[src/rtl/rph_pkg.sv]
// rph_pkg: shared widths, operation codes, register indexes and reset values
// for the rolling polynomial hash core, plus the divider request/response types.
// No dependencies.
package rph_pkg;

  localparam int HASH_W  = 31;   // hash, power, inverse, base and modulus
  localparam int OP_W    = 2;
  localparam int BYTE_W  = 8;
  localparam int PROD_W  = 64;   // multiplier product and divider dividend
  localparam int MUL_W   = 32;   // signed multiplier operands
  localparam int STEPS_W = 7;    // divider step count, up to PROD_W
  localparam int CFG_AW  = 3;
  localparam int CFG_DW  = 32;

  localparam logic [OP_W-1:0] OP_APPEND  = 2'd0;
  localparam logic [OP_W-1:0] OP_SKIP    = 2'd1;
  localparam logic [OP_W-1:0] OP_RESTART = 2'd2;
  localparam logic [OP_W-1:0] OP_NONE    = 2'd3;

  // register index, taken from the word address bit
  localparam logic CFG_IDX_BASE = 1'b0;
  localparam logic CFG_IDX_MOD  = 1'b1;

  localparam logic [HASH_W-1:0] BASE_RESET = 31'd256;
  localparam logic [HASH_W-1:0] MOD_RESET  = 31'd1000003;

  typedef struct packed {
    logic              start;
    logic [PROD_W-1:0] dividend;   // left aligned: top 'steps' bits are used
    logic [STEPS_W-1:0] steps;
    logic [HASH_W-1:0] divisor;
  } rph_div_req_t;

  typedef struct packed {
    logic              done;
    logic [HASH_W-1:0] remainder;  // zero when the divisor is zero
    logic [HASH_W-1:0] quotient;   // low bits of the quotient
  } rph_div_rsp_t;

endpackage

[src/rtl/rph_divider.sv]
// rph_divider: restoring radix-2 divider, one quotient bit per cycle.
// Reduces a left-aligned dividend by a 31-bit divisor. Depends on rph_pkg.
module rph_divider (
  input  logic                  clk,
  input  logic                  rst_n,
  input  rph_pkg::rph_div_req_t req,
  output rph_pkg::rph_div_rsp_t rsp
);
  import rph_pkg::*;

  logic               busy_r, busy_nxt;
  logic               done_r, done_nxt;
  logic [STEPS_W-1:0] cnt_r, cnt_nxt;
  logic [PROD_W-1:0]  x_r, x_nxt;
  logic [HASH_W-1:0]  rem_r, rem_nxt;
  logic [HASH_W-1:0]  dvs_r, dvs_nxt;
  logic [HASH_W:0]    trial;
  logic [HASH_W:0]    diff;
  logic               fits;

  assign trial = {rem_r, x_r[PROD_W-1]};
  assign diff  = trial - {1'b0, dvs_r};
  assign fits  = (trial >= {1'b0, dvs_r});

  always_comb begin
    busy_nxt = busy_r;
    done_nxt = 1'b0;
    cnt_nxt  = cnt_r;
    x_nxt    = x_r;
    rem_nxt  = rem_r;
    dvs_nxt  = dvs_r;
    if (req.start) begin
      busy_nxt = 1'b1;
      cnt_nxt  = req.steps;
      x_nxt    = req.dividend;
      rem_nxt  = '0;
      dvs_nxt  = req.divisor;
    end else if (busy_r) begin
      // quotient bits shift in from the bottom as dividend bits leave the top
      x_nxt   = {x_r[PROD_W-2:0], fits};
      rem_nxt = fits ? diff[HASH_W-1:0] : trial[HASH_W-1:0];
      cnt_nxt = cnt_r - 1'b1;
      if (cnt_r == STEPS_W'(1)) begin
        busy_nxt = 1'b0;
        done_nxt = 1'b1;
      end
    end
  end

  always_ff @(posedge clk) begin
    if (!rst_n) begin
      busy_r <= 1'b0;
      done_r <= 1'b0;
      cnt_r  <= '0;
    end else begin
      busy_r <= busy_nxt;
      done_r <= done_nxt;
      cnt_r  <= cnt_nxt;
    end
  end

  always_ff @(posedge clk) begin
    x_r   <= x_nxt;
    rem_r <= rem_nxt;
    dvs_r <= dvs_nxt;
  end

  assign rsp.done      = done_r;
  assign rsp.remainder = (dvs_r == '0) ? '0 : rem_r;
  assign rsp.quotient  = x_r[HASH_W-1:0];

endmodule

[src/rtl/rolling_polynomial_hash_core.sv]
// rolling_polynomial_hash_core: Rabin-Karp window hash with configurable base and
// modulus; one shared multiplier and one bit-serial divider under a sequencer.
// Depends on rph_pkg and rph_divider.
//
//   port group | dir | handshake             | word
//   in_        | in  | in_valid / in_ready   | operation, byte_value
//   out_       | out | out_valid / out_ready | hash_value
//   cfg_       | in  | APB write/read        | 0 hash_base, 1 hash_modulus
//
// Append and skip run chains of registered multiplies, each product reduced in the
// divider at one bit per cycle. Restart reduces the base and then runs extended
// Euclid iterations (up to ~45 for a 31-bit modulus); the unused code and a restart
// with modulus 0 or 1 go straight to the output. rst_n is synchronous. in_ready is
// high only between words; a finished hash parks in the output register, so a
// stalled out_ side holds the sequencer only when a second result is ready.
module rolling_polynomial_hash_core (
  input  logic                         clk,
  input  logic                         rst_n,
  input  logic                         in_valid,
  output logic                         in_ready,
  input  logic [rph_pkg::OP_W-1:0]     in_operation,
  input  logic [rph_pkg::BYTE_W-1:0]   in_byte_value,
  output logic                         out_valid,
  input  logic                         out_ready,
  output logic [rph_pkg::HASH_W-1:0]   out_hash_value,
  input  logic                         cfg_psel,
  input  logic                         cfg_penable,
  input  logic                         cfg_pwrite,
  input  logic [rph_pkg::CFG_AW-1:0]   cfg_paddr,
  input  logic [rph_pkg::CFG_DW-1:0]   cfg_pwdata,
  output logic [rph_pkg::CFG_DW-1:0]   cfg_prdata,
  output logic                         cfg_pready
);
  import rph_pkg::*;

  localparam int STEPS_PROD = 62;   // products stay below 2^62
  localparam int STEPS_BYTE = 39;   // byte times a residue
  localparam int STEPS_SUM  = 32;   // hash + modulus - term
  localparam int STEPS_WORD = 31;
  localparam int SH_PROD    = PROD_W - STEPS_PROD;
  localparam int SH_BYTE    = PROD_W - STEPS_BYTE;
  localparam int SH_SUM     = PROD_W - STEPS_SUM;
  localparam int SH_WORD    = PROD_W - STEPS_WORD;

  localparam logic [4:0] ST_IDLE    = 5'd0;
  localparam logic [4:0] ST_AP_MH   = 5'd1;
  localparam logic [4:0] ST_AP_RH   = 5'd2;
  localparam logic [4:0] ST_AP_MP   = 5'd3;
  localparam logic [4:0] ST_AP_RP   = 5'd4;
  localparam logic [4:0] ST_SK_MP   = 5'd5;
  localparam logic [4:0] ST_SK_RP   = 5'd6;
  localparam logic [4:0] ST_SK_MS   = 5'd7;
  localparam logic [4:0] ST_SK_RS   = 5'd8;
  localparam logic [4:0] ST_SK_RH   = 5'd9;
  localparam logic [4:0] ST_RS_RA   = 5'd10;
  localparam logic [4:0] ST_EU_TEST = 5'd11;
  localparam logic [4:0] ST_EU_DIV  = 5'd12;
  localparam logic [4:0] ST_EU_MUL  = 5'd13;
  localparam logic [4:0] ST_EU_UPD  = 5'd14;
  localparam logic [4:0] ST_EU_FIX  = 5'd15;
  localparam logic [4:0] ST_DONE    = 5'd16;

  logic [4:0]         state_r, state_nxt;
  logic               started_r, started_nxt;
  logic               out_valid_r, out_valid_nxt;
  logic [HASH_W-1:0]  base_r, base_nxt;
  logic [HASH_W-1:0]  mod_r, mod_nxt;
  logic [HASH_W-1:0]  wh_r, wh_nxt;
  logic [HASH_W-1:0]  bp_r, bp_nxt;
  logic [HASH_W-1:0]  inv_r, inv_nxt;
  logic [BYTE_W-1:0]  byte_r, byte_nxt;
  logic [HASH_W-1:0]  sub_r, sub_nxt;
  logic signed [PROD_W-1:0] prod_r, prod_nxt;
  logic [HASH_W-1:0]  eu_a_r, eu_a_nxt;
  logic [HASH_W-1:0]  eu_m_r, eu_m_nxt;
  logic [HASH_W-1:0]  eu_q_r, eu_q_nxt;
  logic [MUL_W-1:0]   eu_x0_r, eu_x0_nxt;
  logic [MUL_W-1:0]   eu_x1_r, eu_x1_nxt;
  logic [HASH_W-1:0]  out_hash_r, out_hash_nxt;

  logic signed [MUL_W-1:0]  mul_a;
  logic signed [MUL_W-1:0]  mul_b;
  logic signed [PROD_W-1:0] mul_p;
  logic [PROD_W-1:0]  prod_u;
  logic [STEPS_SUM-1:0] skip_sum;
  logic [MUL_W+1:0]   eu_upd;
  logic [MUL_W:0]     fix_sum;
  logic [MUL_W:0]     fix_val;
  logic               cfg_wr;
  logic               red_state;
  logic               red_done;
  rph_div_req_t       div_req;
  rph_div_rsp_t       div_rsp;

  rph_divider u_div (
    .clk   (clk),
    .rst_n (rst_n),
    .req   (div_req),
    .rsp   (div_rsp)
  );

  assign cfg_pready = 1'b1;
  assign cfg_wr     = cfg_psel & cfg_penable & cfg_pwrite;
  assign cfg_prdata = (cfg_paddr[2] == CFG_IDX_MOD) ? {1'b0, mod_r} : {1'b0, base_r};

  assign in_ready       = (state_r == ST_IDLE);
  assign out_valid      = out_valid_r;
  assign out_hash_value = out_hash_r;

  // shared multiplier, operands picked by the sequencer
  always_comb begin
    mul_a = $signed({1'b0, wh_r});
    mul_b = $signed({1'b0, base_r});
    unique case (state_r)
      ST_AP_MP: begin
        mul_a = $signed({1'b0, bp_r});
      end
      ST_SK_MP: begin
        mul_a = $signed({1'b0, bp_r});
        mul_b = $signed({1'b0, inv_r});
      end
      ST_SK_MS: begin
        mul_a = $signed({{(MUL_W-BYTE_W){1'b0}}, byte_r});
        mul_b = $signed({1'b0, bp_r});
      end
      ST_EU_MUL: begin
        mul_a = $signed({1'b0, eu_q_r});
        mul_b = $signed(eu_x0_r);
      end
      default: begin
      end
    endcase
  end

  assign mul_p    = mul_a * mul_b;
  assign prod_u   = $unsigned(prod_r);
  assign skip_sum = {1'b0, wh_r} + {1'b0, mod_r} - {1'b0, sub_r};

  // x0' = x1 - q*x0; coefficients stay within the modulus in magnitude
  assign eu_upd  = {{2{eu_x1_r[MUL_W-1]}}, eu_x1_r} - $unsigned(prod_r[MUL_W+1:0]);
  assign fix_sum = eu_x1_r[MUL_W-1] ? ({eu_x1_r[MUL_W-1], eu_x1_r} + {2'b0, mod_r})
                                    : {eu_x1_r[MUL_W-1], eu_x1_r};
  assign fix_val = (fix_sum >= {2'b0, mod_r}) ? (fix_sum - {2'b0, mod_r}) : fix_sum;

  assign red_state = (state_r == ST_AP_RH) || (state_r == ST_AP_RP) ||
                     (state_r == ST_SK_RP) || (state_r == ST_SK_RS) ||
                     (state_r == ST_SK_RH) || (state_r == ST_RS_RA) ||
                     (state_r == ST_EU_DIV);
  assign red_done  = started_r & div_rsp.done;

  // divider request: dividend left aligned for the step count of each reduction
  always_comb begin
    div_req.start    = red_state & ~started_r;
    div_req.divisor  = mod_r;
    div_req.steps    = STEPS_W'(STEPS_PROD);
    div_req.dividend = prod_u << SH_PROD;
    unique case (state_r)
      ST_AP_RH: begin
        div_req.dividend = (prod_u + PROD_W'(byte_r)) << SH_PROD;
      end
      ST_SK_RS: begin
        div_req.steps    = STEPS_W'(STEPS_BYTE);
        div_req.dividend = prod_u << SH_BYTE;
      end
      ST_SK_RH: begin
        div_req.steps    = STEPS_W'(STEPS_SUM);
        div_req.dividend = PROD_W'(skip_sum) << SH_SUM;
      end
      ST_RS_RA: begin
        div_req.steps    = STEPS_W'(STEPS_WORD);
        div_req.dividend = PROD_W'(base_r) << SH_WORD;
      end
      ST_EU_DIV: begin
        div_req.steps    = STEPS_W'(STEPS_WORD);
        div_req.dividend = PROD_W'(eu_a_r) << SH_WORD;
        div_req.divisor  = eu_m_r;
      end
      default: begin
      end
    endcase
  end

  always_comb begin
    state_nxt     = state_r;
    started_nxt   = started_r;
    out_valid_nxt = out_valid_r;
    base_nxt      = base_r;
    mod_nxt       = mod_r;
    wh_nxt        = wh_r;
    bp_nxt        = bp_r;
    inv_nxt       = inv_r;
    byte_nxt      = byte_r;
    sub_nxt       = sub_r;
    prod_nxt      = prod_r;
    eu_a_nxt      = eu_a_r;
    eu_m_nxt      = eu_m_r;
    eu_q_nxt      = eu_q_r;
    eu_x0_nxt     = eu_x0_r;
    eu_x1_nxt     = eu_x1_r;
    out_hash_nxt  = out_hash_r;

    if (cfg_wr) begin
      if (cfg_paddr[2] == CFG_IDX_MOD) begin
        mod_nxt = cfg_pwdata[HASH_W-1:0];
      end else begin
        base_nxt = cfg_pwdata[HASH_W-1:0];
      end
    end

    if (out_valid_r && out_ready) begin
      out_valid_nxt = 1'b0;
    end

    if (div_req.start) begin
      started_nxt = 1'b1;
    end
    if (red_done) begin
      started_nxt = 1'b0;
    end

    unique case (state_r)
      ST_IDLE: begin
        if (in_valid) begin
          byte_nxt = in_byte_value;
          unique case (in_operation)
            OP_APPEND: state_nxt = ST_AP_MH;
            OP_SKIP:   state_nxt = ST_SK_MP;
            OP_RESTART: begin
              wh_nxt = '0;
              bp_nxt = HASH_W'(1);
              if (mod_r <= HASH_W'(1)) begin
                inv_nxt   = '0;
                state_nxt = ST_DONE;
              end else begin
                state_nxt = ST_RS_RA;
              end
            end
            OP_NONE:   state_nxt = ST_DONE;
          endcase
        end
      end
      ST_AP_MH: begin
        prod_nxt  = mul_p;
        state_nxt = ST_AP_RH;
      end
      ST_AP_RH: begin
        if (red_done) begin
          wh_nxt    = div_rsp.remainder;
          state_nxt = ST_AP_MP;
        end
      end
      ST_AP_MP: begin
        prod_nxt  = mul_p;
        state_nxt = ST_AP_RP;
      end
      ST_AP_RP: begin
        if (red_done) begin
          bp_nxt    = div_rsp.remainder;
          state_nxt = ST_DONE;
        end
      end
      ST_SK_MP: begin
        prod_nxt  = mul_p;
        state_nxt = ST_SK_RP;
      end
      ST_SK_RP: begin
        if (red_done) begin
          bp_nxt    = div_rsp.remainder;
          state_nxt = ST_SK_MS;
        end
      end
      ST_SK_MS: begin
        prod_nxt  = mul_p;
        state_nxt = ST_SK_RS;
      end
      ST_SK_RS: begin
        if (red_done) begin
          sub_nxt   = div_rsp.remainder;
          state_nxt = ST_SK_RH;
        end
      end
      ST_SK_RH: begin
        if (red_done) begin
          wh_nxt    = div_rsp.remainder;
          state_nxt = ST_DONE;
        end
      end
      ST_RS_RA: begin
        if (red_done) begin
          eu_a_nxt  = div_rsp.remainder;
          eu_m_nxt  = mod_r;
          eu_x0_nxt = '0;
          eu_x1_nxt = MUL_W'(1);
          state_nxt = ST_EU_TEST;
        end
      end
      ST_EU_TEST: begin
        // zero remainder or common factor: no inverse
        priority if (eu_a_r == '0) begin
          inv_nxt   = '0;
          state_nxt = ST_DONE;
        end else if (eu_a_r == HASH_W'(1)) begin
          state_nxt = ST_EU_FIX;
        end else if (eu_m_r == '0) begin
          inv_nxt   = '0;
          state_nxt = ST_DONE;
        end else begin
          state_nxt = ST_EU_DIV;
        end
      end
      ST_EU_DIV: begin
        if (red_done) begin
          eu_q_nxt  = div_rsp.quotient;
          eu_m_nxt  = div_rsp.remainder;
          eu_a_nxt  = eu_m_r;
          state_nxt = ST_EU_MUL;
        end
      end
      ST_EU_MUL: begin
        prod_nxt  = mul_p;
        state_nxt = ST_EU_UPD;
      end
      ST_EU_UPD: begin
        eu_x0_nxt = eu_upd[MUL_W-1:0];
        eu_x1_nxt = eu_x0_r;
        state_nxt = ST_EU_TEST;
      end
      ST_EU_FIX: begin
        inv_nxt   = fix_val[HASH_W-1:0];
        state_nxt = ST_DONE;
      end
      ST_DONE: begin
        if (!out_valid_r || out_ready) begin
          out_valid_nxt = 1'b1;
          out_hash_nxt  = wh_r;
          state_nxt     = ST_IDLE;
        end
      end
      default: begin
        state_nxt = ST_IDLE;
      end
    endcase
  end

  always_ff @(posedge clk) begin
    if (!rst_n) begin
      state_r     <= ST_IDLE;
      started_r   <= 1'b0;
      out_valid_r <= 1'b0;
      base_r      <= BASE_RESET;
      mod_r       <= MOD_RESET;
      wh_r        <= '0;
      bp_r        <= HASH_W'(1);
      inv_r       <= '0;
    end else begin
      state_r     <= state_nxt;
      started_r   <= started_nxt;
      out_valid_r <= out_valid_nxt;
      base_r      <= base_nxt;
      mod_r       <= mod_nxt;
      wh_r        <= wh_nxt;
      bp_r        <= bp_nxt;
      inv_r       <= inv_nxt;
    end
  end

  always_ff @(posedge clk) begin
    byte_r     <= byte_nxt;
    sub_r      <= sub_nxt;
    prod_r     <= prod_nxt;
    eu_a_r     <= eu_a_nxt;
    eu_m_r     <= eu_m_nxt;
    eu_q_r     <= eu_q_nxt;
    eu_x0_r    <= eu_x0_nxt;
    eu_x1_r    <= eu_x1_nxt;
    out_hash_r <= out_hash_nxt;
  end

endmodule

[config.mk]
export PLATFORM = sky130hd
export DESIGN_NAME = rolling_polynomial_hash_core
export DESIGN_NICKNAME = d
export VERILOG_FILES = /design/src/rtl/rph_pkg.sv /design/src/rtl/rph_divider.sv /design/src/rtl/rolling_polynomial_hash_core.sv
export SDC_FILE = /design/constraint.sdc
export NUM_CORES = 2
export LEC_CHECK = 0
export BUFFER_PORTS_ARGS = -buffer_cell sky130_fd_sc_hd__buf_2
export CORE_MARGIN = 3
export CORE_UTILIZATION = 39
export CTS_CLUSTER_DIAMETER = 50
export DETAILED_ROUTE_END_ITERATION = 16
export REMOVE_ABC_BUFFERS = 1
export SETUP_SLACK_MARGIN = 0.4
export SLEW_MARGIN = 30
export SYNTH_ARGS = -nofsm -noshare
export SYNTH_HDL_FRONTEND = slang
export SYNTH_SLANG_ARGS = --single-unit
[constraint.sdc]
create_clock -name clk -period 9.4 [get_ports clk]
set_clock_uncertainty 0.1 [all_clocks]
set_input_delay 1.88 -clock clk [delete_from_list [all_inputs] [get_ports clk]]
set_output_delay 1.88 -clock clk [all_outputs]
set_load 0.005 [all_outputs]
==> impl_metrics.py <==
metrics = {
    "run_status": {
        "status": "completed",
    },
    "yosys": {
        "syn_area_mm2": 0.0666,
        "synth_area_leaders": "fa_1, edfxtp_1, ha_1, inv_1, dfxtp_1",
        "synthSimpleGateAreaFrac_pct": 15.1,
        "synth_edf_count": 384,
        "yosysWarnings": 0,
        "yosysTopAreaCellShare_pct": 27.1,
        "synth_seq_cells": 586,
        "ys_types": 84,
        "synth_top_family_by_area": "adder cells",
        "synth.area.mux_share_pct": 1.84,
        "synth-main-ff-cell": "edfxtp_1",
        "synth_compound_area_share_pct": 12.8,
        "synth_top_cell_by_area": "fa_1",
        "async_flop_share_pct": 0,
        "synthCells": 7334,
        "synth_seq_area_share_pct": 23.4,
        "synth_xor_area_share_pct": 2.76,
        "synth_area_per_cell_um2": 9.08,
        "synth_fa_ha_area_share_pct": 35.6,
    },
    "placement": {
        "hpwl_um": 217000,
        "gp_congestion": 0.997,
        "dp.cells": 9883,
        "io_buffer_count": 112,
    },
    "routing": {
        "wirelength_um": 271000,
        "vias": 58276,
        "via_per_inst": 5.74,
        "ant_nets": 0,
        "drc": 0,
        "drtIter0Drc": 6882,
        "first_pass_iters": 8,
        "post_drt_wl_per_cell_um": 26.7,
    },
    "pwr": {
        "switching_power_mw": 5.03,
        "power_leakage_nw": 36.1,
        "pwr-share-seq_pct": 31.7,
        "p_per_area_mw_per_mm2": 153,
        "peakVddDrop_mv": 0.213,
        "p_clk_share_pct": 29.0,
        "pwr-share-comb_pct": 39.3,
        "swShare_pct": 40.8,
        "power.internal_mw": 7.28,
    },
    "timing": {
        "rsz0062_at_grt": "yes",
        "tns_ns": 0,
        "final_max_slew_viol_count": 0,
        "setup_violations": 0,
        "min_period_ns": 9.19,
        "final_hold_viol_count": 0,
        "hold_ws_ns": 0.355,
        "worstMarginPinSlew_ns": 1.11,
        "fin_crit_sh_pct": 97.7,
        "clock.fmax_mhz": 109,
        "max_slew_margin_pct": 25.7,
    },
    "global_routing": {
        "grt_first_pass_wirelength_um": 389000,
        "antenna_found_initial": 18,
        "grt_overflow": 0,
        "gr-usage-all-layers_pct": 30.4,
        "grt_pass1_vias": 57396,
        "grt_max_degree": 88,
    },
    "critical_path": {
        "cp_slowest_cell": "fa_2",
        "max_stage_delay_ns": 0.64,
        "crit_top_cell": "fa_1",
        "start_kind": "flop",
        "end_kind": "flop",
        "critPathArrivalTime_ns": 9.50,
        "worstPathRequired_ns": 9.71,
        "path_class": "flop to flop",
        "crit_path_max_fanout": 6,
    },
    "final_layout": {
        "stdcell_count": 10155,
        "area_delta_synth_final_pct": 20.7,
        "num-nets-final": 9259,
        "drive_gt1_share_pct": 16.5,
        "fin_util_pct": 47.4,
    },
    "floorplan": {
        "dieArea_mm2": 0.176,
        "start_util_pct": 39.3,
        "die_width_um": 419,
        "die_h_um": 419,
        "num_rows": 151,
        "ios": 118,
        "core-area_mm2": 0.169,
    },
    "hold_path": {
        "hold_class": "flop to flop",
    },
    "cts": {
        "cts_tree": "built",
        "clockRootBuffer": "clkbuf_16",
        "path_clk_slew_ns": 0.06,
        "cts.sinks": 586,
        "clk_latency_ns": 0.68,
        "hold_buffers": 0,
        "clockBufferDepth": 3,
        "cts_buffers": 88,
        "htreeDepth": 3,
    },
    "job": {
        "cap_violations": 0,
    },
}
-- cells by family (layout without fill, tap and decap cells) --
logic type      count (synthesis)  in the layout
simple gates                 2317           2317
fa+ha+maj                    1351           1351
xor+xnor                      210            210
mux                           115            115
flops                         586            586
buf+inv                      1502           2099
other cells                     2              8
compound gates               1251           1251
-- power groups by stage --
stage | clock, mW | combinational (mW) | sequential (mW)
6_report | 3.58 | 4.83 | 3.90
5_1_grt | 3.70 | 5.17 | 3.91
4_1_cts | 3.60 | 4.61 | 3.87
3_5_place_dp | 0 | 4.53 | 3.91
3_3_place_gp | 0 | 4.46 | 3.92
2_1_floorplan | 0 | 2.80 | 3.73
-- synth_stat cells (all sizes together), types with 53 or more instances --
cell	number
a22oi	92
a21oi	241
nand2	917
a21boi	67
nor3	72
nor2	814
o21ai	263
ha	448
a31oi	53
edfxtp	384
mux2i	55
nand3	88
xor2	72
dfxtp	202
mux2	60
nor2b	100
a21o	100
clkbuf	339
fa	903
and3	80
xnor2	138
inv	1125
-- layout make-up --
type / instances / area [µm²]
antenna: 6 / 15.0
clock buffer: 106 / 2390
clock inverter: 59 / 782
fill: 15893 / 89100
inverter: 1125 / 4230
multi-input combinational: 5246 / 46900
sequential: 586 / 15600
tap: 2218 / 2780
timing repair buffer: 809 / 7700
-- routing by layer --
metal | up-vias | part of all wire, % | track usage, %
li1 | 25224 | - | -
met1 | 29277 | 39 | 39.7
met2 | 3095 | 44 | 47.5
met3 | 678 | 9.6 | 5.99
met4 | 2 | 6.6 | 16.3
met5 | - | 0.0048 | 0
-- critical path, delay by kind of cell (launching register included) --
family	cells	cell delay, ns
AOI/OAI and AO/OA	9	2.09
xor gates and xnor gates	1	0.13
adders and majority gates	9	4.23
buffers and inverters	13	1.58
DFF	1	0.36
and+or+nand+nor	4	0.42
-- sequential cells by signal (all words and copies together) (netlist names), 32 cells and up --
register / flops
prod_r: 62
eu_x0_r: 32
eu_x1_r: 32
u_div.x_r: 64
-- final timing paths --
| path | cells past startpoint | slack, ns | start | to |
|---|---|---|---|---|
| max | 36 | 0.21 | state_r[4]$_SDFFE_PN0P_ | prod_r[58]$_DFFE_PP_ |
| min | 0 | 0.36 | u_div.x_r[7]$_DFFE_PP_ | eu_q_r[7]$_DFFE_PP_ |
| max reg2reg | 36 | 0.21 | state_r[4]$_SDFFE_PN0P_ | prod_r[58]$_DFFE_PP_ |
| min reg2reg | 0 | 0.36 | u_div.x_r[7]$_DFFE_PP_ | eu_q_r[7]$_DFFE_PP_ |
-- cells in the final DEF, fill, tap and decap left out, types with 23 or more instances in the layout --
cell	instances
buf_6	31
xnor2_1	137
fa_2	35
mux2_2	60
a22o_1	34
a31oi_1	51
a221o_1	43
or3_1	23
nand2_2	26
edfxtp_1	384
o21bai_1	25
nand4_1	43
buf_4	529
and3_1	80
nor2b_1	98
nor3_1	63
nand3_1	84
xor2_1	72
a21o_1	99
o21a_1	46
nor2_1	784
buf_12	115
buf_2	113
mux2i_1	55
o211ai_1	34
a21boi_0	67
a211oi_1	31
and2_1	33
nand2_1	888
fa_1	868
dfxtp_1	197
nor4_1	40
a21oi_1	231
ha_1	438
nand2b_1	28
clkbuf_16	101
o21ai_0	254
a22oi_1	80
inv_1	1112
-- repair_timing --
action | in CTS | in global routing
gates cloned | 2 | 6
endpoints found under the setup margin | 19 | 20
resized for setup | 135 | 180
setup buffers | 41 | 50
pin swaps | 46 | 74
-- stage by stage --
stage,area (µm²),power [mW],setup slack (ns)
floorplan,65200,6.53,-3.09
global placement,74700,8.37,-0.183
detailed placement,74800,8.43,-0.298
CTS,79100,12.1,0.204
global route,80400,12.8,0.0294
finish,80400,12.3,0.214
(Power assumes the default switching activity.)
